<file path="config.mk">
export PLATFORM = sky130hd
export DESIGN_NAME = encoder_text_entry
export DESIGN_NICKNAME = d
export VERILOG_FILES = /design/src/rtl/ete_pkg.sv /design/src/rtl/encoder_text_entry.sv /design/src/rtl/ete_ram.sv /design/src/rtl/ete_out_fifo.sv
export SDC_FILE = /design/constraint.sdc
export NUM_CORES = 1
export LEC_CHECK = 0
export BUFFER_PORTS_ARGS = -buffer_cell sky130_fd_sc_hd__buf_4
export CORE_UTILIZATION = 64
export CTS_BUF_LIST = sky130_fd_sc_hd__clkbuf_4 sky130_fd_sc_hd__clkbuf_8
export DETAILED_ROUTE_END_ITERATION = 10
export PLACE_DENSITY = 0.86
export SLEW_MARGIN = 20
export SYNTH_ARGS = -nofsm -noshare
export SYNTH_HDL_FRONTEND = slang
export SYNTH_SLANG_ARGS = --single-unit
</file>
<file path="constraint.sdc">
create_clock -name clk -period 8.5 [get_ports clk]
set_clock_uncertainty 0.1 [all_clocks]
set_input_delay 0 -clock clk [delete_from_list [all_inputs] [get_ports clk]]
set_output_delay 0 -clock clk [all_outputs]
set_load 0.01 [all_outputs]
</file>
<file path="src/rtl/ete_pkg.sv">
`timescale 1ns / 1ps
package ete_pkg;

  // Text store geometry
  localparam int MAX_TEXT   = 64;
  localparam int STORE_SIZE = MAX_TEXT + 2;
  localparam int STORE_AW   = $clog2(STORE_SIZE);
  localparam int CNT_W      = 7;
  localparam int BYTE_W     = 8;
  localparam int CHAR_W     = 7;

  localparam logic [CNT_W-1:0] MAX_TEXT_C   = CNT_W'(MAX_TEXT);
  localparam logic [CNT_W-1:0] LOAD_LIMIT_C = CNT_W'(MAX_TEXT + 1);
  localparam logic [CNT_W-1:0] STORE_SIZE_C = CNT_W'(STORE_SIZE);

  // Character wheel
  localparam logic [CNT_W-1:0] WHEEL_LAST  = 7'd69;
  localparam logic [CNT_W-1:0] WHEEL_START = 7'd42;

  localparam logic [CHAR_W-1:0] CH_ACCEPT = 7'h3D;  // '='
  localparam logic [CHAR_W-1:0] CH_BACK   = 7'h3C;  // '<'
  localparam logic [CHAR_W-1:0] CH_CANCEL = 7'h5E;  // '^'
  localparam logic [CHAR_W-1:0] CH_LA     = 7'h61;  // 'a'
  localparam logic [CHAR_W-1:0] CH_LZ     = 7'h7A;  // 'z'
  localparam logic [CHAR_W-1:0] CASE_OFS  = 7'd32;

  typedef enum logic [2:0] {
    FN_FWD   = 3'd0,
    FN_BACK  = 3'd1,
    FN_SHORT = 3'd2,
    FN_LONG  = 3'd3,
    FN_BEGIN = 3'd4,
    FN_LOAD  = 3'd5,
    FN_READ  = 3'd6
  } func_t;

  typedef enum logic [1:0] {
    ST_CONT   = 2'd0,
    ST_ACCEPT = 2'd1,
    ST_CANCEL = 2'd2
  } status_t;

  // Config register indexes
  localparam logic REG_MAX_LENGTH = 1'b0;

  typedef struct packed {
    logic [1:0]        status;
    logic [CHAR_W-1:0] wheel_char;
    logic [CNT_W-1:0]  cursor;
    logic [BYTE_W-1:0] read_char;
  } result_t;

  // Wheel layout: '=', digits, upper case, lower case, then "-_ !?<^"
  function automatic logic [CHAR_W-1:0] wheel_char_of(input logic [CNT_W-1:0] idx);
    logic [CHAR_W-1:0] ch;
    ch = CH_ACCEPT;
    if (idx == 7'd0) begin
      ch = CH_ACCEPT;
    end else if (idx <= 7'd10) begin
      ch = 7'h30 + (idx - 7'd1);
    end else if (idx <= 7'd36) begin
      ch = 7'h41 + (idx - 7'd11);
    end else if (idx <= 7'd62) begin
      ch = 7'h61 + (idx - 7'd37);
    end else begin
      case (idx)
        7'd63:   ch = 7'h2D;
        7'd64:   ch = 7'h5F;
        7'd65:   ch = 7'h20;
        7'd66:   ch = 7'h21;
        7'd67:   ch = 7'h3F;
        7'd68:   ch = CH_BACK;
        default: ch = CH_CANCEL;
      endcase
    end
    return ch;
  endfunction

endpackage

</file>
<file path="src/rtl/encoder_text_entry.sv">
`timescale 1ns / 1ps
// Rotary-encoder text entry: wheel, cursor and a 66-byte text store.
// An accepted input transaction passes the result stage, then the output queue, before its result is on the output.
// Throughput: one transaction per cycle unless in_stall holds the input; the state update is
// combinational and the text store takes one write and one registered read per transaction.
// Reset (rst, synchronous): wheel at entry 42, cursor and load count at 0, max_length 64;
// store valid bits clear at once, so the whole store reads as zero with no clearing pass.
module encoder_text_entry import ete_pkg::*; (
  input  logic                clk,
  input  logic                rst,
  // input channel
  input  logic                in_valid,
  output logic                in_stall,
  input  logic [2:0]          func,
  input  logic [BYTE_W-1:0]   char_in,
  input  logic [CNT_W-1:0]    read_index,
  // output channel
  output logic                out_valid,
  input  logic                out_stall,
  output logic [1:0]          status,
  output logic [CHAR_W-1:0]   wheel_char,
  output logic [CNT_W-1:0]    cursor,
  output logic [BYTE_W-1:0]   read_char,
  // configuration
  input  logic                psel,
  input  logic                penable,
  input  logic                pwrite,
  input  logic [2:0]          paddr,
  input  logic [31:0]         pwdata,
  output logic [31:0]         prdata,
  output logic                pready
);

  // Architectural state
  logic [CNT_W-1:0]      max_length;
  logic [CNT_W-1:0]      wheel_index;
  logic [CNT_W-1:0]      cursor_pos;
  logic [CNT_W-1:0]      load_count;
  logic [STORE_SIZE-1:0] valid;

  logic [CNT_W-1:0]      wheel_next;
  logic [CNT_W-1:0]      cursor_next;
  logic [CNT_W-1:0]      load_next;
  status_t               status_next;

  // Result stage: one transaction waiting for its store read data
  logic                  a_valid;
  logic [1:0]            a_status;
  logic [CHAR_W-1:0]     a_wheel;
  logic [CNT_W-1:0]      a_cursor;
  logic                  a_hit;
  logic [BYTE_W-1:0]     a_fwd;
  logic                  a_vld;
  logic                  a_move;

  logic                  in_accept;
  logic                  fifo_ready;
  result_t               a_result;
  result_t               head;

  // Store access
  logic                  st_we;
  logic [STORE_AW-1:0]   st_waddr;
  logic [BYTE_W-1:0]     st_wdata;
  logic                  st_clear;
  logic                  rd_in_range;
  logic [STORE_AW-1:0]   st_raddr;
  logic [BYTE_W-1:0]     st_rdata;

  // Step helpers
  logic [CNT_W-1:0]      wi_clamp;
  logic [CHAR_W-1:0]     wc;
  logic [CHAR_W-1:0]     wc_upper;
  logic [CNT_W-1:0]      eff_len;
  logic [CNT_W-1:0]      cursor_adv;
  logic                  put_ok;
  logic                  load_ok;
  logic [CNT_W-1:0]      load_inc;

  assign pready    = 1'b1;
  assign in_accept = in_valid && !in_stall;
  assign a_move    = a_valid && fifo_ready;
  // Hold the input while the result stage cannot drain into the output queue
  assign in_stall  = a_valid && !fifo_ready;

  // ---------------------------------------------------------------------------
  // Configuration port
  // ---------------------------------------------------------------------------
  always_ff @(posedge clk) begin
    if (rst) begin
      max_length <= MAX_TEXT_C;
    end else if (psel && penable && pwrite && pready && (paddr[2] == REG_MAX_LENGTH)) begin
      max_length <= pwdata[CNT_W-1:0];
    end
  end

  assign prdata = (paddr[2] == REG_MAX_LENGTH) ? {{(32-CNT_W){1'b0}}, max_length} : 32'd0;

  // ---------------------------------------------------------------------------
  // Step logic
  // ---------------------------------------------------------------------------
  // Out-of-range lengths fall back to the full text size
  assign eff_len = ((max_length >= 7'd1) && (max_length <= MAX_TEXT_C)) ? max_length
                                                                        : MAX_TEXT_C;

  assign wi_clamp = (wheel_index > WHEEL_LAST) ? WHEEL_LAST : wheel_index;
  assign wc       = wheel_char_of(wi_clamp);
  assign wc_upper = (wc inside {[CH_LA:CH_LZ]}) ? (wc - CASE_OFS) : wc;

  // A write at the cursor advances it unless the length limit is reached
  assign put_ok     = (cursor_pos < STORE_SIZE_C);
  assign cursor_adv = (cursor_pos < eff_len) ? (cursor_pos + 7'd1) : cursor_pos;

  assign load_ok  = (char_in != 8'd0) && (load_count < LOAD_LIMIT_C);
  assign load_inc = load_ok ? (load_count + 7'd1) : load_count;

  always_comb begin
    wheel_next  = wi_clamp;
    cursor_next = cursor_pos;
    load_next   = load_count;
    status_next = ST_CONT;
    st_we       = 1'b0;
    st_waddr    = cursor_pos[STORE_AW-1:0];
    st_wdata    = '0;
    st_clear    = 1'b0;
    case (func_t'(func))
      FN_FWD: begin
        if (wi_clamp < WHEEL_LAST) begin
          wheel_next = wi_clamp + 7'd1;
        end
      end
      FN_BACK: begin
        if (wi_clamp != 7'd0) begin
          wheel_next = wi_clamp - 7'd1;
        end
      end
      FN_SHORT: begin
        if (wc == CH_CANCEL) begin
          status_next = ST_CANCEL;
        end else if (wc == CH_BACK) begin
          // terminate at the cursor and back up one place
          st_we = put_ok;
          if (cursor_pos != 7'd0) begin
            cursor_next = cursor_pos - 7'd1;
          end
        end else if (wc == CH_ACCEPT) begin
          // refuse an empty text
          if (cursor_pos != 7'd0) begin
            st_we       = put_ok;
            status_next = ST_ACCEPT;
          end
        end else begin
          st_we       = put_ok;
          st_wdata    = {1'b0, wc};
          cursor_next = cursor_adv;
        end
      end
      FN_LONG: begin
        // cancel and back-up marks do nothing on a long press
        if ((wc != CH_CANCEL) && (wc != CH_BACK)) begin
          st_we       = put_ok;
          st_wdata    = {1'b0, wc_upper};
          cursor_next = cursor_adv;
        end
      end
      FN_BEGIN: begin
        st_clear    = 1'b1;
        cursor_next = '0;
        load_next   = '0;
        wheel_next  = WHEEL_START;
      end
      FN_LOAD: begin
        st_we       = load_ok;
        st_waddr    = load_count[STORE_AW-1:0];
        st_wdata    = char_in;
        load_next   = load_inc;
        cursor_next = (load_inc < eff_len) ? load_inc : eff_len;
      end
      FN_READ: begin
      end
      default: begin
      end
    endcase
  end

  always_ff @(posedge clk) begin
    if (rst) begin
      wheel_index <= WHEEL_START;
      cursor_pos  <= '0;
      load_count  <= '0;
      valid       <= '0;
    end else if (in_accept) begin
      wheel_index <= wheel_next;
      cursor_pos  <= cursor_next;
      load_count  <= load_next;
      if (st_clear) begin
        valid <= '0;
      end else if (st_we) begin
        valid[st_waddr] <= 1'b1;
      end
    end
  end

  // ---------------------------------------------------------------------------
  // Text store: read at read_index sees this transaction's write by forwarding
  // ---------------------------------------------------------------------------
  assign rd_in_range = (read_index < STORE_SIZE_C);
  assign st_raddr    = rd_in_range ? read_index[STORE_AW-1:0] : '0;

  ete_ram #(
    .WIDTH (BYTE_W),
    .DEPTH (STORE_SIZE)
  ) u_store (
    .clk   (clk),
    .we    (in_accept && st_we),
    .waddr (st_waddr),
    .wdata (st_wdata),
    .re    (in_accept),
    .raddr (st_raddr),
    .rdata (st_rdata)
  );

  always_ff @(posedge clk) begin
    if (rst) begin
      a_valid <= 1'b0;
    end else if (in_accept) begin
      a_valid <= 1'b1;
    end else if (a_move) begin
      a_valid <= 1'b0;
    end
  end

  always_ff @(posedge clk) begin
    if (in_accept) begin
      a_status <= status_next;
      a_wheel  <= wheel_char_of(wheel_next);
      a_cursor <= cursor_next;
      a_hit    <= st_we && rd_in_range && (st_waddr == st_raddr);
      a_fwd    <= st_wdata;
      // a begin empties the store; unwritten entries read as zero
      a_vld    <= rd_in_range && !st_clear && valid[st_raddr];
    end
  end

  always_comb begin
    a_result.status     = a_status;
    a_result.wheel_char = a_wheel;
    a_result.cursor     = a_cursor;
    if (a_hit) begin
      a_result.read_char = a_fwd;
    end else if (a_vld) begin
      a_result.read_char = st_rdata;
    end else begin
      a_result.read_char = '0;
    end
  end

  // ---------------------------------------------------------------------------
  // Output queue: takes up to two results while the receiver stalls
  // ---------------------------------------------------------------------------
  ete_out_fifo u_out (
    .clk       (clk),
    .rst       (rst),
    .push      (a_valid),
    .push_data (a_result),
    .ready     (fifo_ready),
    .stall     (out_stall),
    .valid     (out_valid),
    .head      (head)
  );

  assign status     = head.status;
  assign wheel_char = head.wheel_char;
  assign cursor     = head.cursor;
  assign read_char  = head.read_char;

endmodule

</file>
<file path="src/rtl/ete_ram.sv">
`timescale 1ns / 1ps
module ete_ram #(
  parameter int WIDTH = 8,
  parameter int DEPTH = 64
) (
  input  logic                     clk,
  input  logic                     we,
  input  logic [$clog2(DEPTH)-1:0] waddr,
  input  logic [WIDTH-1:0]         wdata,
  input  logic                     re,
  input  logic [$clog2(DEPTH)-1:0] raddr,
  output logic [WIDTH-1:0]         rdata
);

  logic [WIDTH-1:0] mem [DEPTH];

  always_ff @(posedge clk) begin
    if (we) begin
      mem[waddr] <= wdata;
    end
    if (re) begin
      rdata <= mem[raddr];
    end
  end

endmodule

</file>
<file path="src/rtl/ete_out_fifo.sv">
`timescale 1ns / 1ps
module ete_out_fifo import ete_pkg::*; (
  input  logic    clk,
  input  logic    rst,
  input  logic    push,
  input  result_t push_data,
  output logic    ready,
  input  logic    stall,
  output logic    valid,
  output result_t head
);

  result_t    slot [2];
  logic       wr_ptr;
  logic       rd_ptr;
  logic [1:0] count;
  logic       pop;
  logic       do_push;

  assign valid   = (count != 2'd0);
  assign pop     = valid && !stall;
  assign ready   = (count != 2'd2) || pop;
  assign do_push = push && ready;
  assign head    = slot[rd_ptr];

  always_ff @(posedge clk) begin
    if (rst) begin
      wr_ptr <= 1'b0;
      rd_ptr <= 1'b0;
      count  <= 2'd0;
    end else begin
      if (do_push) begin
        wr_ptr <= !wr_ptr;
      end
      if (pop) begin
        rd_ptr <= !rd_ptr;
      end
      case ({do_push, pop})
        2'b10:   count <= count + 2'd1;
        2'b01:   count <= count - 2'd1;
        default: count <= count;
      endcase
    end
  end

  always_ff @(posedge clk) begin
    if (do_push) begin
      slot[wr_ptr] <= push_data;
    end
  end

endmodule

</file>
==> run metrics, run 1 <==
CP delay by family, top=compound AO/OA/AOI/OAI gates; routed len/inst=26.1 um; Final nets=2,832; Int Pwr=5.59 mW; Clk Latency, worst-skew pair=0.75 ns; Detailed Route WL=90.6 mm; Hold Path Class=in2reg; final worst slack=1.73 ns; crit end category=flip-flop; largest area contributor in the synthesized netlist=edfxtp_1; Die H=225 um; most crowded layer after global routing=met2; Hold Violations, Final=0; half-perimeter wire length after placement=53.9 mm; distinct cell type count after synthesis=95; die width=225 um; DR iter-0 viols=3,667; Setup violations, final=0; register area share after synthesis=63.8%; Post-Place Setup Slack=1.99 ns; Final TNS setup=0 ns; syn avg cell area=12.2 um2; Post-Syn Instances=2,603; Boundary Pins=119; post-synthesis simple-gate area fraction=12.0%; Placeable Area=49,100 um2; post-synthesis xor/xnor area fraction=0.632%; CP cell instances=nor3_2 > o21ai_0 > inv_1 > ha_1 > nor2b_1 > or3_1 > a21oi_1 > nor2_1 > ha_1 > nor3_2 > a2111oi_4 > inv_1 > ha_1 > a31o_2 > o211ai_1 > o211ai_1 > a41oi_4 > buf_12; run status=finished clean; register bit count reported by yosys=710; CTS tree=built; drt first pass iters=6; largest family of logic cells by synthesized area=compound AO/OA/AOI/OAI gates; vias in the first global route=23,879; Power Density=214 nW/um2; largest cells by area after synthesis=edfxtp_1, dfxtp_1, nand2_1; grt ovf=0; first-pass GRT wire length=137 mm; routed vias/inst=7.06; fin crit share=79.6%; Final ANT Viol Nets=0; minimum clock period=6.77 ns; Clk pwr share=35.1%; Buf/Inv on CP=3; max-cap viol count=0; H-tree depth=3; gp weighted congestion=0.945; Req. time, crit path=8.93 ns; initial antenna violation count=4; Synth top cells by count=edfxtp_1, nand2_1, clkbuf_1, a21oi_1, o221ai_1; I/O Buffers=65; Final Max Slew Viols=0; Max VDD drop=0.000127 V; DIE AREA=50,700 um2; most numerous cell in the Yosys netlist=edfxtp_1; delay of the slowest critical-path stage=0.92 ns; post-synthesis cell area=31,900 um2; post-cts sizing count=0; Crit Path Class=reg2reg; Core Rows=81; layout cells sized above 1=14.9%; clk sinks=710; P_leak=12.3 nW; Ant. Diodes=0; Psw=2.02 mW; clk root buf=clkbuf_8; crit start category=flip-flop; vias=24,519; post-CTS setup buffer count=0; f_max=0.148 GHz; met3 GRT Util=8.83%; met2 Track Usage GR=55.3%; Synth async-reset ratio=0%; fillcell total=3,080; Critical-path top delay cell=dfxtp_1; clk buf depth=3; CTS buffer count=104; proportion of synthesized area in mux cells=2.87%; Post-Synth Adder-Cell Area=1.69%; GRT Overall Usage=35.5%; met1 Usage GRT=46.6%; Syn. warnings=0; Rel. slew slack=17.3%; largest net degree at the start of global routing=82; Post-synth EDFFs=610; Seq pwr share=52.1%; combinational share of power=12.8%; hold_ws=0.0561 ns; post-synth top area share=57.5%; Top cell by count, worst path=ha_1; area grow syn2layout=11.9%; Initial Utilization=64.9%; Post-CTS Hold Buffers=40; Switching Share=26.6%; Synth Area in Compound Gates=15.5%; Slew @ Worst Pin=1.24 ns; Post-synth top flop=edfxtp_1; Worst EP arrival=7.19 ns; unrepaired setup endpoints after global routing=false; Worst Path Max Fanout=43; DR DRC count=0; Worst-path clk slew=0.07 ns
## metal layers
| layer | vias to the layer above | share of wire (%) | routed length [um] |
|---|---|---|---|
| met5 | - | 0.043 | 39 |
| met4 | 6 | 4.8 | 4360 |
| met3 | 380 | 13 | 12000 |
| met2 | 2008 | 46 | 41800 |
| met1 | 11754 | 36 | 32500 |
| li1 | 10371 | - | - |
## cells by family (layout without fill, tap and decap cells)
logic type,Yosys count,after routing
XOR/XNOR,23,23
adder cells (fa/ha/maj),43,43
buffers and inverters,250,433
AND/OR/NAND/NOR,801,801
flip-flops,710,710
AO/OA/AOI/OAI,686,686
multiplexers,88,88
other,2,26
## power groups by stage
| stage | combinational [mW] | sequential (mW) | clock [mW] |
|---|---|---|---|
| after global routing | 1.02 | 3.97 | 2.83 |
| final | 0.971 | 3.97 | 2.67 |
| after floorplan | 0.610 | 4.01 | 0 |
| after global placement | 0.888 | 4.03 | 0 |
| after detailed placement | 0.916 | 4.04 | 0 |
| after CTS | 0.938 | 3.96 | 2.69 |
## path summary, 6_finish.rpt
path                            depth (start not counted)                 end  slack [ns]      startpoint
worst min register to register                          0   u_out.slot[1][10]        0.33     a_cursor[2]
worst min-delay path                                    4  u_store.mem[10][5]        0.06      char_in[5]
worst max-delay path                                   18  u_store.mem[64][5]        1.73  wheel_index[5]
worst max register to register                         18  u_store.mem[64][5]        1.73  wheel_index[5]
## layout make-up
type                       count  area [um2]  area share [%]
clock buffer                 147        1800            5.05
sequential                   710       20300            57.0
tap                          664         831            2.33
timing repair buffer         211        1710            4.80
multi-input combinational   1667       10600            29.8
clock inverter                40         216           0.607
inverter                      35         134           0.376
## sequential cells by signal (all words and copies together), names as in the netlist, named ones only
| signal | cells |
|---|---|
| a_cursor | 7 |
| a_fwd | 8 |
| a_hit | 1 |
| a_status | 2 |
| a_valid | 1 |
| a_vld | 1 |
| a_wheel | 7 |
| cursor_pos | 7 |
| load_count | 7 |
| max_length | 7 |
| u_out.count | 2 |
| u_out.rd_ptr | 1 |
| u_out.slot | 48 |
| u_out.wr_ptr | 1 |
| u_store.mem | 528 |
| u_store.rdata | 8 |
| valid | 66 |
| wheel_index | 7 |
## through the flow
| step | cells | area, um2 | power [mW] | utilization (%) |
|---|---|---|---|---|
| after floorplan | 2627 | 31900 | 4.62 | - |
| after global placement | 3247 | 33200 | 4.92 | 67.7 |
| after detailed placement | 3247 | 33200 | 4.95 | 67.7 |
| after CTS | 3474 | 35600 | 7.59 | 72.6 |
| after global routing | 3474 | 35600 | 7.82 | 72.7 |
| final | 3474 | 35600 | 7.61 | 72.7 |
## worst min-delay path: stages
cell	delay, ns
buf_4	0.13
nand2_1	0.13
o311a_1	0.24
a41oi_4	0.15
## cells in the final DEF (no fill, tap or decap), types with 73 or more instances in the layout
cell type  synthesis  layout
nand3_1           74      73
nand2_1          335     333
o21ai_0           98      97
buf_4             29     169
nor4_1            96      96
clkbuf_8           0     111
a21oi_1          135     134
edfxtp_1         610     610
nor2_1           116     111
o221ai_1         119     119
dfxtp_1          100      99
(Power assumes the default switching activity.)
==> run 2, diff against run 1 <==
CORE_UTILIZATION = 58   (was 64)
PLACE_DENSITY = 0.82   (was 0.86)
clock period = 6.1 ns   (was 8.5 ns; I/O delays follow)
==> run 2 against run 1 <==
  * Sequential power increased by 39%
  * Worst hold slack improved by 0.015 ns
  * First-iteration DRC count decreased by 0.14%
  * Sequential share of layout area decreased by 1.4 points
  * Clock power increased by 69%
  * Utilization decreased by 5.0 points
  * Cell count increased by 2.3%
  * Critical endpoint is now u_store.mem[7][4]
  * Global-route usage decreased by 3.3 points
  * Wire length increased by 0.66%
  * Critical path depth unchanged
  * Non-clock buffer count increased by 30
==> run metrics, run 2 (same netlist as run 1, synthesis figures left out) <==
highest-count cells in the layout ignoring fill and taps=edfxtp_1, nand2_1, buf_4, a21oi_1; DIE AREA=55,900 um2 (+10%); crit end category=flip-flop; Final nets=2,866 (+1.2%); max-cap viol count=0 (unchanged); routed len/inst=25.7 um (-1.6%); fin crit share=95.2% (+16 points); Largest regs=u_store.mem (528), valid (66), u_out.slot (48); Final TNS setup=0 ns (unchanged); half-perimeter wire length after placement=55.8 mm (+3.6%); Pwr Total=11.4 mW (+50%); Req. time, crit path=6.44 ns (-2.49 ns); R2R Path End=u_store.mem[7][4]; Final Max Slew Viols=0 (unchanged); largest net degree at the start of global routing=74 (-9.8%); Worst Path Max Fanout=40 (-7.0%); Core Rows=85 (+4.9%); critical path launch point=wheel_index[5]; post-CTS setup buffer count=0 (unchanged); DR iter-0 viols=3,662 (-0.14%); hold_ws=0.0707 ns (+0.0147 ns); flop2flop setup slack=0.29 ns (-1.44 ns); clk sinks=710 (unchanged); CTS buffer count=108 (+3.8%); Boundary Pins=119 (unchanged); cells on worst reg2reg path=18 (unchanged); Initial Utilization=59.0% (-6.0 points); clk root buf=clkbuf_8; drt first pass iters=10 (+4); f_max=0.172 GHz (+17%); vias in the first global route=23,867 (-0.050%); minimum clock period=5.81 ns (-0.961 ns); commonest non-fill, non-tap cell in the layout=edfxtp_1; I/O Buffers=65 (unchanged); routed vias/inst=6.88 (-2.5%); GRT Overall Usage=32.3% (-3.3 points); area grow syn2layout=14.7%; Slew @ Worst Pin=1.07 ns (-0.168 ns); end point of the critical path=u_store.mem[7][4]; crit start category=flip-flop; run status=finished clean; Power Density=313 nW/um2 (+47%); Rel. slew slack=28.5% (+11 points); Clk Latency, worst-skew pair=0.72 ns (-0.03 ns); Detailed Route WL=91.2 mm (+0.66%); Setup violations, final=0 (unchanged); clk buf depth=3 (unchanged); P_leak=12.7 nW (+3.4%); CTS tree=built; unrepaired setup endpoints after global routing=false; worst flop-to-flop path startpoint=wheel_index[5]; max reg flops=528 (unchanged); first-pass GRT wire length=138 mm (+1.3%); Hold Violations, Final=0 (unchanged); Final ANT Viol Nets=0 (unchanged); gp weighted congestion=0.973 (+2.9%); vias=24,462 (-0.23%); Most flops, register=u_store.mem; grt ovf=0 (unchanged); Die H=236 um (+5.0%); Finished Core Util=67.6% (-5.0 points); DR DRC count=0 (unchanged); initial antenna violation count=1 (-3); H-tree depth=3 (unchanged); die width=236 um (+5.0%); Crit Path Class=reg2reg; Placeable Area=54,000 um2 (+10%); Worst EP arrival=6.15 ns (-1.04 ns); layout cells sized above 1=16.7% (+1.8 points); Hold Path Class=in2reg; Max VDD drop=0.000211 V (+67%); Worst-path clk slew=0.07 ns (about the same)
-- run 2: changes by cell type in the layout (fill, tap and decap cells not counted), sizes merged, moves of 2 or more --
cell         previous run  this run
dlygate4sd3            40        43
clkinv                 38        41
buf                   171       198
inv                    35        37
bufinv                  0        14
clkbuf                147       145
-- run 2: repair_timing --
action                                  4_1_cts  5_1_grt
hold buffers                                 43        0
endpoints found under the setup margin        0       22
hold endpoints to repair                    206        0
gates resized for setup                       0        5
-- run 2: report_power, final --
group | switching [mW] | internal (mW) | leakage (nW)
combinational | 0.960 | 0.461 | 4.99
sequential | 0.0554 | 5.45 | 6.42
clock | 1.93 | 2.58 | 1.33
total | 2.95 | 8.49 | 12.7
-- run 2: layer usage --
layer / part of all wire [%] / vias to the layer above / global-route usage (%) / routed length [um]
met4: 3.8 / 0 / 15.4 / 3500
met2: 46 / 1873 / 50.5 / 42400
met5: 0 / - / 0 / 0
li1: - / 10459 / - / -
met1: 38 / 11836 / 42.7 / 34200
met3: 12 / 294 / 7.34 / 11100
-- run 2: layout make-up --
cell class	count	area, um2
Clock buffer	145	1830
Sequential cell	710	20300
Antenna cell	1	2.50
Tap cell	696	871
Timing Repair Buffer	241	2000
Clock inverter	59	699
Inverter	35	134
Multi-Input combinational cell	1667	10700
Fill cell	3647	17500
-- run 2: how the worst min path moves through the flow --
stage | startpoint | endpoint | slack, ns | depth (start not counted)
finish | read_index[5] | a_vld | 0.07 | 5
floorplan | paddr[2] | prdata[0] | -0.05 | 1
CTS | read_index[5] | a_vld | 0.003 | 5
detailed placement | in_valid | a_valid | 0.14 | 3
global placement | in_valid | a_valid | 0.12 | 3
global route | read_index[5] | a_vld | 0.09 | 5
-- run 2: per-stage QoR --
step / area (um2) / setup slack, ns / cells
after floorplan: 32000 / 0.251 / 2627
after global placement: 33500 / 0.503 / 3305
after detailed placement: 33500 / 0.357 / 3305
after CTS: 36500 / 0.238 / 3552
after global routing: 36500 / 0.00618 / 3553
final: 36500 / 0.292 / 3554
-- run 2: worst max-delay path: stages (launching register included) --
cell and delay, ns:
dfxtp_1 0.43, buf_4 0.23, a2111oi_2 0.39, o21ai_0 0.22, buf_4 0.22, inv_1 0.12, ha_1 0.27, and4_1 0.42
and2_1 0.22, o21ai_1 0.12, a2111oi_4 0.63, or4_1 0.25, nor2_1 0.07, o21ai_2 0.38, a21oi_4 0.11, buf_12 0.18
buf_4 0.23, nor4_1 0.61, buf_4 0.28
